[src/rtl/brs_pkg.sv]
`timescale 1ns / 1ps
// ----------------------------------------------------------------------------
// brs_pkg
// Shared types and constants for the bounded record stack: sizes, command
// and status codes, controller states and the control/status bundles.
// ----------------------------------------------------------------------------
package brs_pkg;

	// storage sizes
	localparam int DEPTH      = 8;
	localparam int NAME_CHARS = 8;
	localparam int NAME_W     = 64;
	localparam int KIND_W     = 8;
	localparam int MIN_W      = 16;
	localparam int CAP_W      = 4;
	localparam int CNT_W      = $clog2(DEPTH + 1);
	localparam int IDX_W      = (DEPTH > 1) ? $clog2(DEPTH) : 1;
	localparam int CMP_W      = (CNT_W > CAP_W) ? CNT_W : CAP_W;

	localparam logic [CAP_W-1:0] CAPACITY_RESET = CAP_W'(6);

	// keeps the first NAME_CHARS characters (high bytes) of a name
	localparam logic [NAME_W-1:0] NAME_MASK =
		~((NAME_W'(1) << (NAME_W - 8 * NAME_CHARS)) - NAME_W'(1));

	typedef enum logic [1:0] {
		CMD_PUSH  = 2'd0,
		CMD_POP   = 2'd1,
		CMD_CLEAR = 2'd2,
		CMD_PEEK  = 2'd3
	} cmd_op_t;

	typedef enum logic [1:0] {
		ST_OK    = 2'd0,
		ST_EMPTY = 2'd1,
		ST_FULL  = 2'd2
	} status_t;

	typedef enum logic {
		S_IDLE  = 1'b0,
		S_DRAIN = 1'b1
	} state_t;

	// controller to datapath
	typedef struct packed {
		logic    push;
		logic    emit_top;
		logic    drop_top;
		logic    emit_err;
		status_t err_code;
		logic    emit_last;
	} brs_ctl_t;

	// datapath to controller
	typedef struct packed {
		logic empty;
		logic full;
		logic one_left;
		logic out_free;
	} brs_sts_t;

endpackage

[src/rtl/bounded_record_stack_top.sv]
`timescale 1ns / 1ps
// ----------------------------------------------------------------------------
// bounded_record_stack_top
// Bounded LIFO stack of task records (name, kind, minutes).
//
// Command channel (cmd_valid/cmd_ready): command 0 push, 1 pop, 2 clear,
// 3 peek, with the record fields used by push. Result channel
// (res_valid/res_ready): status, record fields and a last flag on the
// final result of a command. Config channel (cfg_valid/cfg_ready/cfg_data)
// writes the capacity register; it is always ready.
// Push, pop and peek: a command is accepted whenever the output register
// is empty or being drained in the same cycle, and its result is valid in
// the next cycle. A successful push gives no result.
// Clear is decoded on transfer, then drains one record per cycle while the
// output register is free, top first: N stored records give N results,
// and no command is accepted until the final record is loaded
// into the output register. Clear on an empty stack gives no result.
// A stalled receiver holds the result register and stops new transfers.
// Reset empties the stack, sets capacity to 6 and drops result valid.
// ----------------------------------------------------------------------------
module bounded_record_stack_top (
	input  logic                         clk,
	input  logic                         arst_n,
	input  logic                         cmd_valid,
	output logic                         cmd_ready,
	input  logic [1:0]                   command,
	input  logic [brs_pkg::NAME_W-1:0]   task_name,
	input  logic [brs_pkg::KIND_W-1:0]   task_kind,
	input  logic [brs_pkg::MIN_W-1:0]    task_minutes,
	output logic                         res_valid,
	input  logic                         res_ready,
	output logic [1:0]                   status,
	output logic [brs_pkg::NAME_W-1:0]   out_name,
	output logic [brs_pkg::KIND_W-1:0]   out_kind,
	output logic [brs_pkg::MIN_W-1:0]    out_minutes,
	output logic                         last,
	input  logic                         cfg_valid,
	output logic                         cfg_ready,
	input  logic [brs_pkg::CAP_W-1:0]    cfg_data
);
	import brs_pkg::*;

	brs_ctl_t ctl;
	brs_sts_t sts;

	// command decode and drain sequencing
	brs_ctrl u_ctrl (
		.clk       (clk),
		.arst_n    (arst_n),
		.cmd_valid (cmd_valid),
		.cmd_ready (cmd_ready),
		.command   (command),
		.sts       (sts),
		.ctl       (ctl)
	);

	// storage and result register
	brs_dpath u_dpath (
		.clk          (clk),
		.arst_n       (arst_n),
		.ctl          (ctl),
		.sts          (sts),
		.cfg_valid    (cfg_valid),
		.cfg_ready    (cfg_ready),
		.cfg_data     (cfg_data),
		.task_name    (task_name),
		.task_kind    (task_kind),
		.task_minutes (task_minutes),
		.res_valid    (res_valid),
		.res_ready    (res_ready),
		.status       (status),
		.out_name     (out_name),
		.out_kind     (out_kind),
		.out_minutes  (out_minutes),
		.last         (last)
	);

endmodule

[src/rtl/brs_ctrl.sv]
`timescale 1ns / 1ps
// ----------------------------------------------------------------------------
// brs_ctrl
// Controller: decodes accepted commands and sequences the clear drain,
// one stored record per cycle while the output register is free.
// ----------------------------------------------------------------------------
module brs_ctrl (
	input  logic              clk,
	input  logic              arst_n,
	input  logic              cmd_valid,
	output logic              cmd_ready,
	input  logic [1:0]        command,
	input  brs_pkg::brs_sts_t sts,
	output brs_pkg::brs_ctl_t ctl
);
	import brs_pkg::*;

	state_t state_q;
	state_t state_nxt;
	logic   accept;

	assign cmd_ready = (state_q == S_IDLE) && sts.out_free;
	assign accept    = cmd_valid && cmd_ready;

	// state register
	always_ff @(posedge clk or negedge arst_n) begin
		if (!arst_n) begin
			state_q <= S_IDLE;
		end else begin
			state_q <= state_nxt;
		end
	end

	// next state
	always_comb begin
		state_nxt = state_q;
		case (state_q)
			S_IDLE: begin
				if (accept && (command == CMD_CLEAR) && !sts.empty) begin
					state_nxt = S_DRAIN;
				end
			end
			S_DRAIN: begin
				if (sts.out_free && sts.one_left) begin
					state_nxt = S_IDLE;
				end
			end
			default: state_nxt = S_IDLE;
		endcase
	end

	// datapath commands
	always_comb begin
		ctl = '0;
		ctl.err_code = ST_OK;
		case (state_q)
			S_IDLE: begin
				if (accept) begin
					case (command)
						CMD_PUSH: begin
							if (sts.full) begin
								ctl.emit_err  = 1'b1;
								ctl.err_code  = ST_FULL;
								ctl.emit_last = 1'b1;
							end else begin
								ctl.push = 1'b1;
							end
						end
						CMD_POP, CMD_PEEK: begin
							ctl.emit_last = 1'b1;
							if (sts.empty) begin
								ctl.emit_err = 1'b1;
								ctl.err_code = ST_EMPTY;
							end else begin
								ctl.emit_top = 1'b1;
								ctl.drop_top = (command == CMD_POP);
							end
						end
						default: ;
					endcase
				end
			end
			S_DRAIN: begin
				if (sts.out_free) begin
					ctl.emit_top  = 1'b1;
					ctl.drop_top  = 1'b1;
					ctl.emit_last = sts.one_left;
				end
			end
			default: ;
		endcase
	end

endmodule

[src/rtl/brs_dpath.sv]
`timescale 1ns / 1ps
// ----------------------------------------------------------------------------
// brs_dpath
// Datapath: record store, fill count, capacity register and the result
// output register.
// ----------------------------------------------------------------------------
module brs_dpath (
	input  logic                         clk,
	input  logic                         arst_n,
	input  brs_pkg::brs_ctl_t            ctl,
	output brs_pkg::brs_sts_t            sts,
	input  logic                         cfg_valid,
	output logic                         cfg_ready,
	input  logic [brs_pkg::CAP_W-1:0]    cfg_data,
	input  logic [brs_pkg::NAME_W-1:0]   task_name,
	input  logic [brs_pkg::KIND_W-1:0]   task_kind,
	input  logic [brs_pkg::MIN_W-1:0]    task_minutes,
	output logic                         res_valid,
	input  logic                         res_ready,
	output logic [1:0]                   status,
	output logic [brs_pkg::NAME_W-1:0]   out_name,
	output logic [brs_pkg::KIND_W-1:0]   out_kind,
	output logic [brs_pkg::MIN_W-1:0]    out_minutes,
	output logic                         last
);
	import brs_pkg::*;

	logic [NAME_W-1:0] names_q   [DEPTH];
	logic [KIND_W-1:0] kinds_q   [DEPTH];
	logic [MIN_W-1:0]  minutes_q [DEPTH];

	logic [CNT_W-1:0]  fill_q;
	logic [CAP_W-1:0]  cap_q;
	logic              res_valid_q;
	status_t           status_q;
	logic [NAME_W-1:0] name_q;
	logic [KIND_W-1:0] kind_q;
	logic [MIN_W-1:0]  minutes_q_out;
	logic              last_q;

	logic [CNT_W-1:0]  fill_m1;
	logic [IDX_W-1:0]  top_idx;
	logic [IDX_W-1:0]  push_idx;
	logic              emit;

	assign cfg_ready = 1'b1;
	assign fill_m1   = fill_q - CNT_W'(1);
	assign top_idx   = fill_m1[IDX_W-1:0];
	assign push_idx  = fill_q[IDX_W-1:0];
	assign emit      = ctl.emit_top || ctl.emit_err;

	// status toward the controller
	assign sts.empty    = (fill_q == '0);
	assign sts.one_left = (fill_q == CNT_W'(1));
	assign sts.full     = (CMP_W'(fill_q) >= CMP_W'(cap_q)) ||
	                      (CMP_W'(fill_q) >= CMP_W'(DEPTH));
	assign sts.out_free = !res_valid_q || res_ready;

	// control registers: count, capacity, result valid
	always_ff @(posedge clk or negedge arst_n) begin
		if (!arst_n) begin
			fill_q      <= '0;
			cap_q       <= CAPACITY_RESET;
			res_valid_q <= 1'b0;
		end else begin
			if (cfg_valid && cfg_ready) begin
				cap_q <= cfg_data;
			end
			if (ctl.push) begin
				fill_q <= fill_q + CNT_W'(1);
			end else if (ctl.drop_top) begin
				fill_q <= fill_m1;
			end
			if (emit) begin
				res_valid_q <= 1'b1;
			end else if (res_ready) begin
				res_valid_q <= 1'b0;
			end
		end
	end

	// record store write on push
	always_ff @(posedge clk) begin
		if (ctl.push) begin
			names_q[push_idx]   <= task_name & NAME_MASK;
			kinds_q[push_idx]   <= task_kind;
			minutes_q[push_idx] <= task_minutes;
		end
	end

	// result payload register
	always_ff @(posedge clk) begin
		if (emit) begin
			last_q <= ctl.emit_last;
			if (ctl.emit_top) begin
				status_q      <= ST_OK;
				name_q        <= names_q[top_idx];
				kind_q        <= kinds_q[top_idx];
				minutes_q_out <= minutes_q[top_idx];
			end else begin
				status_q      <= ctl.err_code;
				name_q        <= '0;
				kind_q        <= '0;
				minutes_q_out <= '0;
			end
		end
	end

	assign res_valid   = res_valid_q;
	assign status      = status_q;
	assign out_name    = name_q;
	assign out_kind    = kind_q;
	assign out_minutes = minutes_q_out;
	assign last        = last_q;

endmodule

[config.mk]
export PLATFORM = sky130hd
export DESIGN_NAME = bounded_record_stack_top
export DESIGN_NICKNAME = d
export VERILOG_FILES = /design/src/rtl/brs_pkg.sv /design/src/rtl/bounded_record_stack_top.sv /design/src/rtl/brs_ctrl.sv /design/src/rtl/brs_dpath.sv
export SDC_FILE = /design/constraint.sdc
export NUM_CORES = 1
export LEC_CHECK = 0
export BUFFER_PORTS_ARGS = -buffer_cell sky130_fd_sc_hd__buf_4
export CORE_ASPECT_RATIO = 1.4
export CORE_MARGIN = 2
export CORE_UTILIZATION = 24
export CTS_CLUSTER_DIAMETER = 100
export DETAILED_ROUTE_END_ITERATION = 16
export SYNTH_ARGS = -nofsm -noshare
export SYNTH_HDL_FRONTEND = slang
export SYNTH_SLANG_ARGS = --single-unit
[constraint.sdc]
create_clock -name clk -period 13.53 [get_ports clk]
set_clock_uncertainty 0.2 [all_clocks]
set_input_delay 2.0295 -clock clk [delete_from_list [all_inputs] [get_ports clk]]
set_output_delay 2.0295 -clock clk [all_outputs]
set_load 0.05 [all_outputs]
==> metrics.log, run 1 <==
INFO  metric status = complete, no violations
INFO  metric slew_headroom = 0.187
INFO  metric post_synth_inst_count = 1403
INFO  metric fin_crit = 5.56 ns
INFO  metric swShare = 0.348
INFO  metric detailroute.via_count = 14.2k
INFO  metric crit_type = input pin to primary output
INFO  metric clock_tree_from_tritoncts = built
INFO  metric yosys.cell_types.count = 40
INFO  metric wp_data_required = 11.30 ns
INFO  metric cts.root.buffer_cell = clkbuf_16
INFO  metric setup-tns-final = 0 ns
INFO  metric placed_cell_area = 33500 sq um
INFO  metric pwr-share-clk = 0.273
INFO  metric worst-endpoint-arrival = 3.33 ns
INFO  metric worstPathBufferInverterCount = 2
INFO  metric post_route_cell_area = 36100 sq um
INFO  metric nNetsFinal = 1732
INFO  metric numPlacedInstances = 3176
INFO  metric peak_supply_drop = 0.147 mV
INFO  metric floorplan.io_pins = 193
INFO  metric yosys_warnings = 0
INFO  metric synth_commonest_cells = edfxtp_1, nand2_1, mux4_2, a21oi_1, clkbuf_1
INFO  metric cpLargestDelayFamily = simple AND/OR/NAND/NOR gates
INFO  metric power.density = 224 nW/um^2
INFO  metric post_synth_instance_area = 30100 sq um
INFO  metric power_leakage = 11.6 nW
INFO  metric internal_power = 5.28 mW
INFO  metric dp_hpwl = 43200 um
INFO  metric globalRoute.totalOverflow = 0
INFO  metric worstSkewPairLatency = 0.66 ns
INFO  metric tightest_slew = 1.22 ns
INFO  metric antenna_violations_before_repair = 16
INFO  metric rsz0062_at_grt = no
INFO  metric slew_violations = 0
INFO  metric netlist.top_cell.by_area = edfxtp_1
INFO  metric clk_pin_slew = 0.07 ns
INFO  metric synth_seq_area_share = 0.801
INFO  metric via_per_inst = 4.28
INFO  metric max_cap_violations = 0
INFO  metric worstSetupStartpointType = input pin
INFO  metric net-switching-power = 2.81 mW
INFO  metric pwr-share-comb = 0.335
INFO  metric post-route-drc-count = 0
INFO  metric maximum_clock_path_buffer_count = 3
INFO  metric sequential_group_share_of_total_power = 0.392
INFO  metric numPortBuffers = 191
INFO  metric timing.critical_path.cells = buf_4 -> nor2b_1 -> nor2_1 -> buf_4
INFO  metric cp_slowest_stage_delay = 0.72 ns
INFO  metric first_pass_grt_wire_length = 106000 um
INFO  metric mean_cell_area_of_the_mapped_netlist = 21.5 sq um
INFO  metric detail-route-antenna-nets = 0
INFO  metric initial_utilization = 0.242
INFO  metric holdCritPathClass = register to register
INFO  metric fraction_of_synthesis_flops_using_an_asynchronous_set_or_reset_pin = 0.0124
INFO  metric drt-initial-drc-count = 1038
INFO  metric track_usage = 0.114
INFO  metric gpl.final_weighted_congestion = 0.735
INFO  metric synth_largest_type_area_fraction = 0.793
INFO  metric timing_hold_violations_final = 0
INFO  metric timing.final.crit_share = 0.411
INFO  metric number_of_setup_violations_in_the_final_report = 0
INFO  metric critPathMaxFanout = 10
INFO  metric synth-edff-count = 795
INFO  metric n_fill_cell = 12.2k
INFO  metric dominant_synthesized_flop_cell = edfxtp_1
INFO  metric grt_max_degree = 73
INFO  metric synth.most_common_cell = edfxtp_1
INFO  metric growth_of_design_area_from_synthesis_to_finish = 20.0%
INFO  metric drive_above_1_share = 0.311
INFO  metric cts_buf_count = 75
INFO  metric synth-seq-cells = 805
INFO  metric cts_max_level = 3
INFO  metric cts-resized-gates = 0
INFO  metric postSynthNetCount = 1509
INFO  metric routed_wirelength = 73800 um
INFO  metric drtPass1Iterations = 5
INFO  metric grt_pass1_vias = 15.4k
INFO  metric critical_path_end_type = primary output
INFO  metric core_area = 124000 sq um
INFO  metric worst_path_most_repeated_cell = buf_4
INFO  metric final_cell_count_no_fill = 3313
INFO  metric die_y = 423 um
INFO  metric floorplan.rows = 153
INFO  metric die_w = 303 um
INFO  metric cts_setup_buffers = 0
INFO  metric postCtsHoldBufs = 0
INFO  metric clock-sinks = 805
INFO  metric synth_top_cells_by_area = edfxtp_1, mux4_2, nand2_1, a21oi_1, dfrtp_1
INFO  metric fp.dieArea = 128000 sq um
INFO  metric cpMaxStageDelayCell = nor2b_1
INFO  metric wire_per_inst = 22.3 um
INFO  metric worst-r2r-setup-slack = 8.64 ns
INFO  metric max_clock_freq = 180 MHz
[tightest hold or removal path: cells and delay by family, from the launching register on]
kind | cells | cell delay, ns
AO/OA/AOI/OAI | 1 | 0.07
buffers and inverters | 1 | 0.06
flip-flops | 1 | 0.36
[power by group through the flow]
stage / sequential [mW] / clock [mW] / combinational, mW
CTS: 3.19 / 2.27 / 2.79
floorplan: 3.58 / 0 / 1.54
finish: 3.17 / 2.21 / 2.71
global placement: 3.25 / 0 / 2.75
detailed placement: 3.24 / 0 / 2.78
global route: 3.20 / 2.35 / 2.93
[metrics by stage]
step           utilization  setup slack, ns  total power [mW]  hold slack (ns)
4_1_cts              0.290             7.98              8.25            0.303
5_1_grt              0.290             7.87              8.48            0.342
3_3_place_gp         0.270             7.99              6.00            0.302
6_report             0.290             7.97              8.09            0.298
2_1_floorplan            -             1.44              5.12            0.265
3_5_place_dp         0.270             7.95              6.02            0.292
[final timing paths]
| kind | start | to | depth (start not counted) |
|---|---|---|---|
| worst max-delay path | res_ready | cmd_ready | 4 |
| worst min-delay path | u_dpath.cap_q[2] | u_dpath.cap_q[2] | 2 |
| worst max register to register | u_dpath.fill_q[0] | u_dpath.names_q[1][61] | 8 |
| worst min register to register | u_dpath.cap_q[2] | u_dpath.cap_q[2] | 2 |
| max in group asynchronous | arst_n | u_dpath.cap_q[1] | 1 |
| min in group asynchronous | arst_n | u_dpath.cap_q[0] | 1 |
[cells in the final DEF, fill, tap and decap left out, types with 7 or more instances in the layout]
master	instances
edfxtp_1	795
buf_4	219
nand2_1	184
mux4_2	176
a21oi_1	94
clkbuf_16	75
clkinv_1	14
bufinv_16	12
clkbuf_1	10
clkinv_2	9
inv_1	8
dfrtp_1	7
[registers in the layout (all words and copies together) (netlist names), 2 cells and up]
name                 count
u_dpath.kinds_q         64
u_dpath.cap_q            4
u_dpath.fill_q           4
u_dpath.out_name        64
u_dpath.names_q        512
u_dpath.status           2
u_dpath.out_minutes     16
u_dpath.minutes_q      128
u_dpath.out_kind         8
[metal layers]
layer  up-vias  share of wire  global-route usage
met2       365           0.52               0.198
met5         -         0.0017                   0
met1      7534           0.40               0.139
li1       6147              -                   -
met3       117          0.054              0.0237
met4        20          0.028              0.0426
[final cells by class]
| cell class | instances | area, sq um | area share |
|---|---|---|---|
| Sequential cell | 805 | 24100 | 0.668 |
| Multi-Input combinational cell | 517 | 5700 | 0.158 |
| Tap cell | 1627 | 2040 | 0.0563 |
| Clock buffer | 85 | 1910 | 0.0530 |
| Timing Repair Buffer | 219 | 1640 | 0.0455 |
| Clock inverter | 50 | 684 | 0.0189 |
| Inverter | 8 | 30.0 | 0.000831 |
| Antenna cell | 2 | 5.00 | 0.000138 |
[logic make-up (layout without fill, tap and decap cells)]
| group | count (synthesis) | after routing | synth area share |
|---|---|---|---|
| xor+xnor | 4 | 4 | 0.00116 |
| simple gates | 215 | 215 | 0.0292 |
| buf+inv | 81 | 362 | 0.0133 |
| other cells | 1 | 3 | 0.000125 |
| mux | 177 | 177 | 0.132 |
| flops | 805 | 805 | 0.801 |
| compound gates | 113 | 113 | 0.0202 |
| fa+ha+maj | 7 | 7 | 0.00291 |
No activity file was read; power rests on OpenSTA's default activity.
==> run 2, diff against run 1 <==
- clock period: 13.53 -> 5.8 ns (I/O delays scaled with it)
==> run 2 against run 1 <==
Compared with the run above: cell area barely moved; combinational power rose by 140%; power grew 130%; critical endpoint is now u_dpath.minutes_q[5][9]; largest cell class unchanged.
==> metrics.log, run 2 (synthesis results as in run 1) <==
INFO  metric status = complete, no violations (unchanged)
INFO  metric routed_wirelength = 71100 um (was 73800 um)
INFO  metric tightest_slew = 1.07 ns (was 1.22 ns)
INFO  metric drive_above_1_share = 0.305 (was 0.311)
INFO  metric initial_utilization = 0.242 (unchanged)
INFO  metric grt_pass1_vias = 15.1k (was 15.4k)
INFO  metric wire_per_inst = 21.4 um (was 22.3 um)
INFO  metric max_clock_freq = 229 MHz
INFO  metric fp.dieArea = 128000 sq um (unchanged)
INFO  metric setup-tns-final = 0 ns (unchanged)
INFO  metric floorplan.rows = 153 (unchanged)
INFO  metric cts_buf_count = 74 (was 75)
INFO  metric numPortBuffers = 191 (unchanged)
INFO  metric first_pass_grt_wire_length = 103000 um (was 106000 um)
INFO  metric crit_type = register to register (was input pin to primary output)
INFO  metric nNetsFinal = 1732 (unchanged)
INFO  metric wp_data_required = 5.92 ns (was 11.30 ns)
INFO  metric detailroute.via_count = 14.1k (was 14.2k)
INFO  metric power_leakage = 11.5 nW (was 11.6 nW)
INFO  metric cts.root.buffer_cell = clkbuf_16 (unchanged)
INFO  metric critical_path_end_type = register (was primary output)
INFO  metric slew_violations = 0 (unchanged)
INFO  metric worstSetupStartpoint = u_dpath.fill_q[0] (was res_ready)
INFO  metric r2r-start = u_dpath.fill_q[0] (unchanged)
INFO  metric floorplan.io_pins = 193 (unchanged)
INFO  metric largest_register = u_dpath.names_q (unchanged)
INFO  metric die_w = 303 um (unchanged)
INFO  metric largest_register_ff_count = 512 (unchanged)
INFO  metric fin_crit = 4.37 ns
INFO  metric layout.core_utilization = 0.291 (was 0.290)
INFO  metric detail-route-antenna-nets = 0 (unchanged)
INFO  metric track_usage = 0.110 (was 0.114)
INFO  metric clock_tree_from_tritoncts = built (unchanged)
INFO  metric rsz0062_at_grt = no (unchanged)
INFO  metric growth_of_design_area_from_synthesis_to_finish = 20.1% (was 20.0%)
INFO  metric drt-initial-drc-count = 1020 (was 1038)
INFO  metric critPathMaxFanout = 30 (was 10)
INFO  metric multi_input_comb_area = 5730 sq um (was 5700 sq um)
INFO  metric holdCritPathClass = input pin to register (was register to register)
INFO  metric post-route-drc-count = 0 (unchanged)
INFO  metric timing_hold_violations_final = 0 (unchanged)
INFO  metric timing.final.crit_share = 0.753
INFO  metric drtPass1Iterations = 5 (unchanged)
INFO  metric clock-sinks = 805 (unchanged)
INFO  metric number_of_setup_violations_in_the_final_report = 0 (unchanged)
INFO  metric worstSetupStartpointType = register (was input pin)
INFO  metric die_y = 423 um (unchanged)
INFO  metric worstSkewPairLatency = 0.64 ns (was 0.66 ns)
INFO  metric peak_supply_drop = 0.837 mV (was 0.147 mV)
INFO  metric n_fill_cell = 12.1k (was 12.2k)
INFO  metric core_area = 124000 sq um (unchanged)
INFO  metric dp_hpwl = 41800 um (was 43200 um)
INFO  metric final_common_cell = edfxtp_1 (unchanged)
INFO  metric cts_max_level = 3 (unchanged)
INFO  metric power.density = 513 nW/um^2 (was 224 nW/um^2)
INFO  metric seqCellArea = 24100 sq um (unchanged)
INFO  metric slew_headroom = 0.284 (was 0.187)
INFO  metric grt_max_degree = 114 (was 73)
INFO  metric gpl.final_weighted_congestion = 0.740 (was 0.735)
INFO  metric maximum_clock_path_buffer_count = 3 (unchanged)
INFO  metric via_per_inst = 4.26 (was 4.28)
INFO  metric worst-endpoint-arrival = 4.49 ns (was 3.33 ns)
INFO  metric hold_path_startpoint = task_name[27] (was u_dpath.cap_q[2])
INFO  metric final_cell_mix = edfxtp_1, buf_4, nand2_1 (unchanged)
INFO  metric globalRoute.totalOverflow = 0 (unchanged)
INFO  metric antenna_violations_before_repair = 21 (was 16)
INFO  metric max_cap_violations = 0 (unchanged)
INFO  metric clk_pin_slew = 0.07 ns (about the same)
INFO  metric layout_top_registers = u_dpath.names_q: 512 flops, u_dpath.minutes_q: 128 flops (unchanged)
-- run 2: routing by layer --
layer	routed length, um	share of wire	track usage	up-vias
met3	4440	0.063	0.0328	100
met1	28800	0.41	0.134	7478
met2	35800	0.50	0.183	350
met5	173	0.0024	0	-
li1	-	-	-	6157
met4	1830	0.026	0.0400	30
-- run 2: worst paths after layout --
kind | endpoint | slack, ns | cells after the start
setup / recovery | u_dpath.minutes_q[5][9] | 1.43 | 7
hold / removal | u_dpath.names_q[4][27] | 0.25 | 1
setup reg to reg | u_dpath.minutes_q[5][9] | 1.43 | 7
hold reg to reg | u_dpath.cap_q[2] | 0.30 | 2
max in group asynchronous | u_dpath.cap_q[1] | 4.73 | 2
min in group asynchronous | u_ctrl.state_q | 0.44 | 2
-- run 2: power by group --
| group | internal (mW) | switching (mW) |
|---|---|---|
| Sequential | 6.95 | 0.346 |
| Clock | 2.66 | 2.14 |
| Combinational | 2.44 | 4.02 |
| Total | 12.0 | 6.51 |
-- run 2: timing repair --
item / in CTS / in global routing
hold buffers: 1 / 0
endpoints found under the hold margin: 8 / 0
buffers inserted: 0 / 0
resized for setup: 0 / 0
-- run 2: area by class of cell --
class / instances / share of cell area
inverter: 8 / 0.000831
sequential: 805 / 0.667
clock inverter: 38 / 0.0120
timing repair buffer: 220 / 0.0513
clock buffer: 94 / 0.0533
tap: 1627 / 0.0563
multi-input combinational: 517 / 0.158
antenna: 6 / 0.000415
-- run 2: per-stage QoR --
stage / power (mW) / area, sq um / hold WS (ns) / cells / worst slack (ns)
floorplan: 11.9 / 30200 / 0.265 / 1403 / -0.690
global placement: 14.0 / 33800 / 0.299 / 3176 / 1.39
detailed placement: 14.0 / 33800 / 0.299 / 3176 / 1.34
CTS: 18.9 / 36100 / 0.189 / 3309 / 1.28
global route: 19.4 / 36100 / 0.223 / 3313 / 1.00
finish: 18.6 / 36200 / 0.254 / 3315 / 1.43
-- run 2: worst max-delay path, cell delays in order, from the launching register on --
cell and delay, ns:
dfrtp_4 0.79, inv_1 0.20, ha_1 0.32, nand2b_1 0.16, a41oi_1 0.58, nand4_1 0.51, nor2_4 0.85, buf_4 0.40
==> run 3, diff against run 2 <==
- clock period: 5.8 -> 3.5 ns (I/O delays scaled with it)
==> run 3 against run 2 <==
Compared with the run above: flip-flop and latch count stayed put; non-clock buffer count is 114 higher; critical path type unchanged; first-iteration DRC count is 11% lower.
==> metrics.log, run 3 (synthesis results as in run 1) <==
INFO  metric power.density = 838 nW/um^2 (was 513 nW/um^2)
INFO  metric worstSetupStartpointType = register (unchanged)
INFO  metric grt_pass1_vias = 15.7k (was 15.1k)
INFO  metric rsz0062_at_grt = no (unchanged)
INFO  metric via_per_inst = 4.22 (was 4.26)
INFO  metric cpLargestDelayFamily = flip-flops (was simple AND/OR/NAND/NOR gates)
INFO  metric cp_slowest_stage_delay = 0.67 ns (was 0.85 ns)
INFO  metric wp_data_required = 3.56 ns (was 5.92 ns)
INFO  metric largest_register_ff_count = 512 (unchanged)
INFO  metric number_of_setup_violations_in_the_final_report = 0 (unchanged)
INFO  metric detail-route-antenna-nets = 0 (unchanged)
INFO  metric core_area = 124000 sq um (unchanged)
INFO  metric numPortBuffers = 191 (unchanged)
INFO  metric floorplan.io_pins = 193 (unchanged)
INFO  metric timing.final.crit_share = 0.896 (was 0.753)
INFO  metric drtPass1Iterations = 5 (unchanged)
INFO  metric timing_hold_violations_final = 0 (unchanged)
INFO  metric setup-tns-final = 0 ns (unchanged)
INFO  metric power_leakage = 12.2 nW (was 11.5 nW)
INFO  metric largest_register = u_dpath.names_q (unchanged)
INFO  metric antenna_violations_before_repair = 13 (was 21)
INFO  metric max_cap_violations = 0 (unchanged)
INFO  metric fp.dieArea = 128000 sq um (unchanged)
INFO  metric cts-resized-gates = 0 (unchanged)
INFO  metric nNetsFinal = 1852 (was 1732)
INFO  metric detailroute.via_count = 14.5k (was 14.1k)
INFO  metric floorplan.rows = 153 (unchanged)
INFO  metric post-layout-total-power = 31.6 mW (was 18.6 mW)
INFO  metric worstPathBufferInverterCount = 2 (unchanged)
INFO  metric final_cell_mix = edfxtp_1, buf_4, nand2_1 (unchanged)
INFO  metric timing.critical_path.cells = ha_1 -> a41oi_4 -> nand4_1 -> buf_4 -> nor3_4 -> buf_12 (was inv_1 -> ha_1 -> nand2b_1 -> a41oi_1 -> nand4_1 -> nor2_4 -> buf_4)
INFO  metric slew_violations = 0 (unchanged)
INFO  metric max_clock_freq = 319 MHz (was 229 MHz)
INFO  metric critPathMaxFanout = 61 (was 30)
INFO  metric final_common_cell = edfxtp_1 (unchanged)
INFO  metric tightest_slew = 0.987 ns (was 1.07 ns)
INFO  metric globalRoute.totalOverflow = 0 (unchanged)
INFO  metric clock_tree_from_tritoncts = built (unchanged)
INFO  metric worst-endpoint-arrival = 3.20 ns (was 4.49 ns)
INFO  metric cts_max_level = 3 (unchanged)
INFO  metric fin_crit = 3.14 ns (was 4.37 ns)
INFO  metric peak_supply_drop = 0.739 mV (was 0.837 mV)
INFO  metric crit_type = register to register (unchanged)
INFO  metric drive_above_1_share = 0.304 (was 0.305)
INFO  metric grt_max_degree = 108 (was 114)
INFO  metric slew_headroom = 0.342 (was 0.284)
INFO  metric holdCritPathClass = input pin to async pin (was input pin to register)
INFO  metric clock-sinks = 805 (unchanged)
INFO  metric first_pass_grt_wire_length = 104000 um (was 103000 um)
INFO  metric die_w = 303 um (unchanged)
INFO  metric post-route-drc-count = 0 (unchanged)
INFO  metric cpMaxStageDelayCell = dfrtp_1 (was nor2_4)
INFO  metric cts.root.buffer_cell = clkbuf_16 (unchanged)
INFO  metric worstSkewPairLatency = 0.66 ns (was 0.64 ns)
INFO  metric drt-initial-drc-count = 907 (was 1020)
INFO  metric gpl.final_weighted_congestion = 0.739 (was 0.740)
INFO  metric cts_buf_count = 80 (was 74)
INFO  metric status = complete, no violations (unchanged)
INFO  metric initial_utilization = 0.242 (unchanged)
INFO  metric worstSetupStartpoint = u_dpath.fill_q[1] (was u_dpath.fill_q[0])
INFO  metric routed_wirelength = 71100 um (about the same)
INFO  metric track_usage = 0.110 (about the same)
INFO  metric layout_top_registers = u_dpath.names_q: 512 flops, u_dpath.minutes_q: 128 flops (unchanged)
INFO  metric maximum_clock_path_buffer_count = 3 (unchanged)
INFO  metric die_y = 423 um (unchanged)
INFO  metric critical_path_end_type = register (unchanged)
INFO  metric clk_pin_slew = 0.06 ns (was 0.07 ns)
INFO  metric dp_hpwl = 40900 um (was 41800 um)
INFO  metric growth_of_design_area_from_synthesis_to_finish = 25.2% (was 20.1%)
INFO  metric r2r-start = u_dpath.fill_q[1] (was u_dpath.fill_q[0])
INFO  metric wire_per_inst = 20.6 um (was 21.4 um)
[run 3: cell count changes in the layout (fill, tap and decap cells not counted), sizes merged, moves of 2 or more]
cell,previous run,this run
dlygate4sd3,1,97
clkinv,26,35
clkbuf,94,96
buf,219,237
[run 3: path summary, 6_finish.rpt]
check	endpoint	slack, ns	cells past startpoint
worst min register to register	u_dpath.cap_q[2]	0.32	2
worst max-delay path	u_dpath.names_q[1][6]	0.36	6
worst min-delay path	u_dpath.cap_q[3]	0.06	2
max in group asynchronous	u_dpath.cap_q[2]	2.82	2
worst max register to register	u_dpath.names_q[1][6]	0.36	6
min in group clk	u_dpath.last	0.10	3
[run 3: through the flow]
| step | hold WS, ns | instance area, sq um | worst slack (ns) | std cells | util |
|---|---|---|---|---|---|
| final | 0.0574 | 37700 | 0.364 | 3443 | 0.303 |
| after global placement | 0.166 | 34100 | 0.393 | 3194 | 0.274 |
| after detailed placement | 0.164 | 34100 | 0.405 | 3194 | 0.274 |
| after global routing | 0.0376 | 37700 | 0.206 | 3442 | 0.303 |
| after CTS | 0.0125 | 37700 | 0.345 | 3437 | 0.303 |
| after floorplan | 0.0294 | 30300 | -1.64 | 1403 | - |
[run 3: timing repair]
item | in CTS | in global routing
endpoints found under the hold margin | 720 | 0
hold buffers | 97 | 0
setup buffers | 0 | 0
setup endpoints to repair | 0 | 0
[run 3: layout make-up]
type	instances	area, sq um
Clock inverter	50	508
Timing Repair Buffer	334	3110
Antenna cell	6	15.0
Clock buffer	96	2080
Fill cell	12100	86700
Inverter	8	32.5
Sequential cell	805	24100
Tap cell	1627	2040
Multi-Input combinational cell	517	5780
[run 3: report_power, final]
group          internal [mW]  switching, mW  leakage [nW]
clock                   4.81           3.64          1.25
sequential              11.5          0.429          7.36
combinational           4.35           6.87          3.58
total                   20.7           10.9          12.2
[run 3: per-layer routing]
layer / share of wire / GRT usage
met1: 0.41 / 0.135
met2: 0.51 / 0.192
met3: 0.047 / 0.0223
met4: 0.025 / 0.0377
met5: 0.0010 / 0
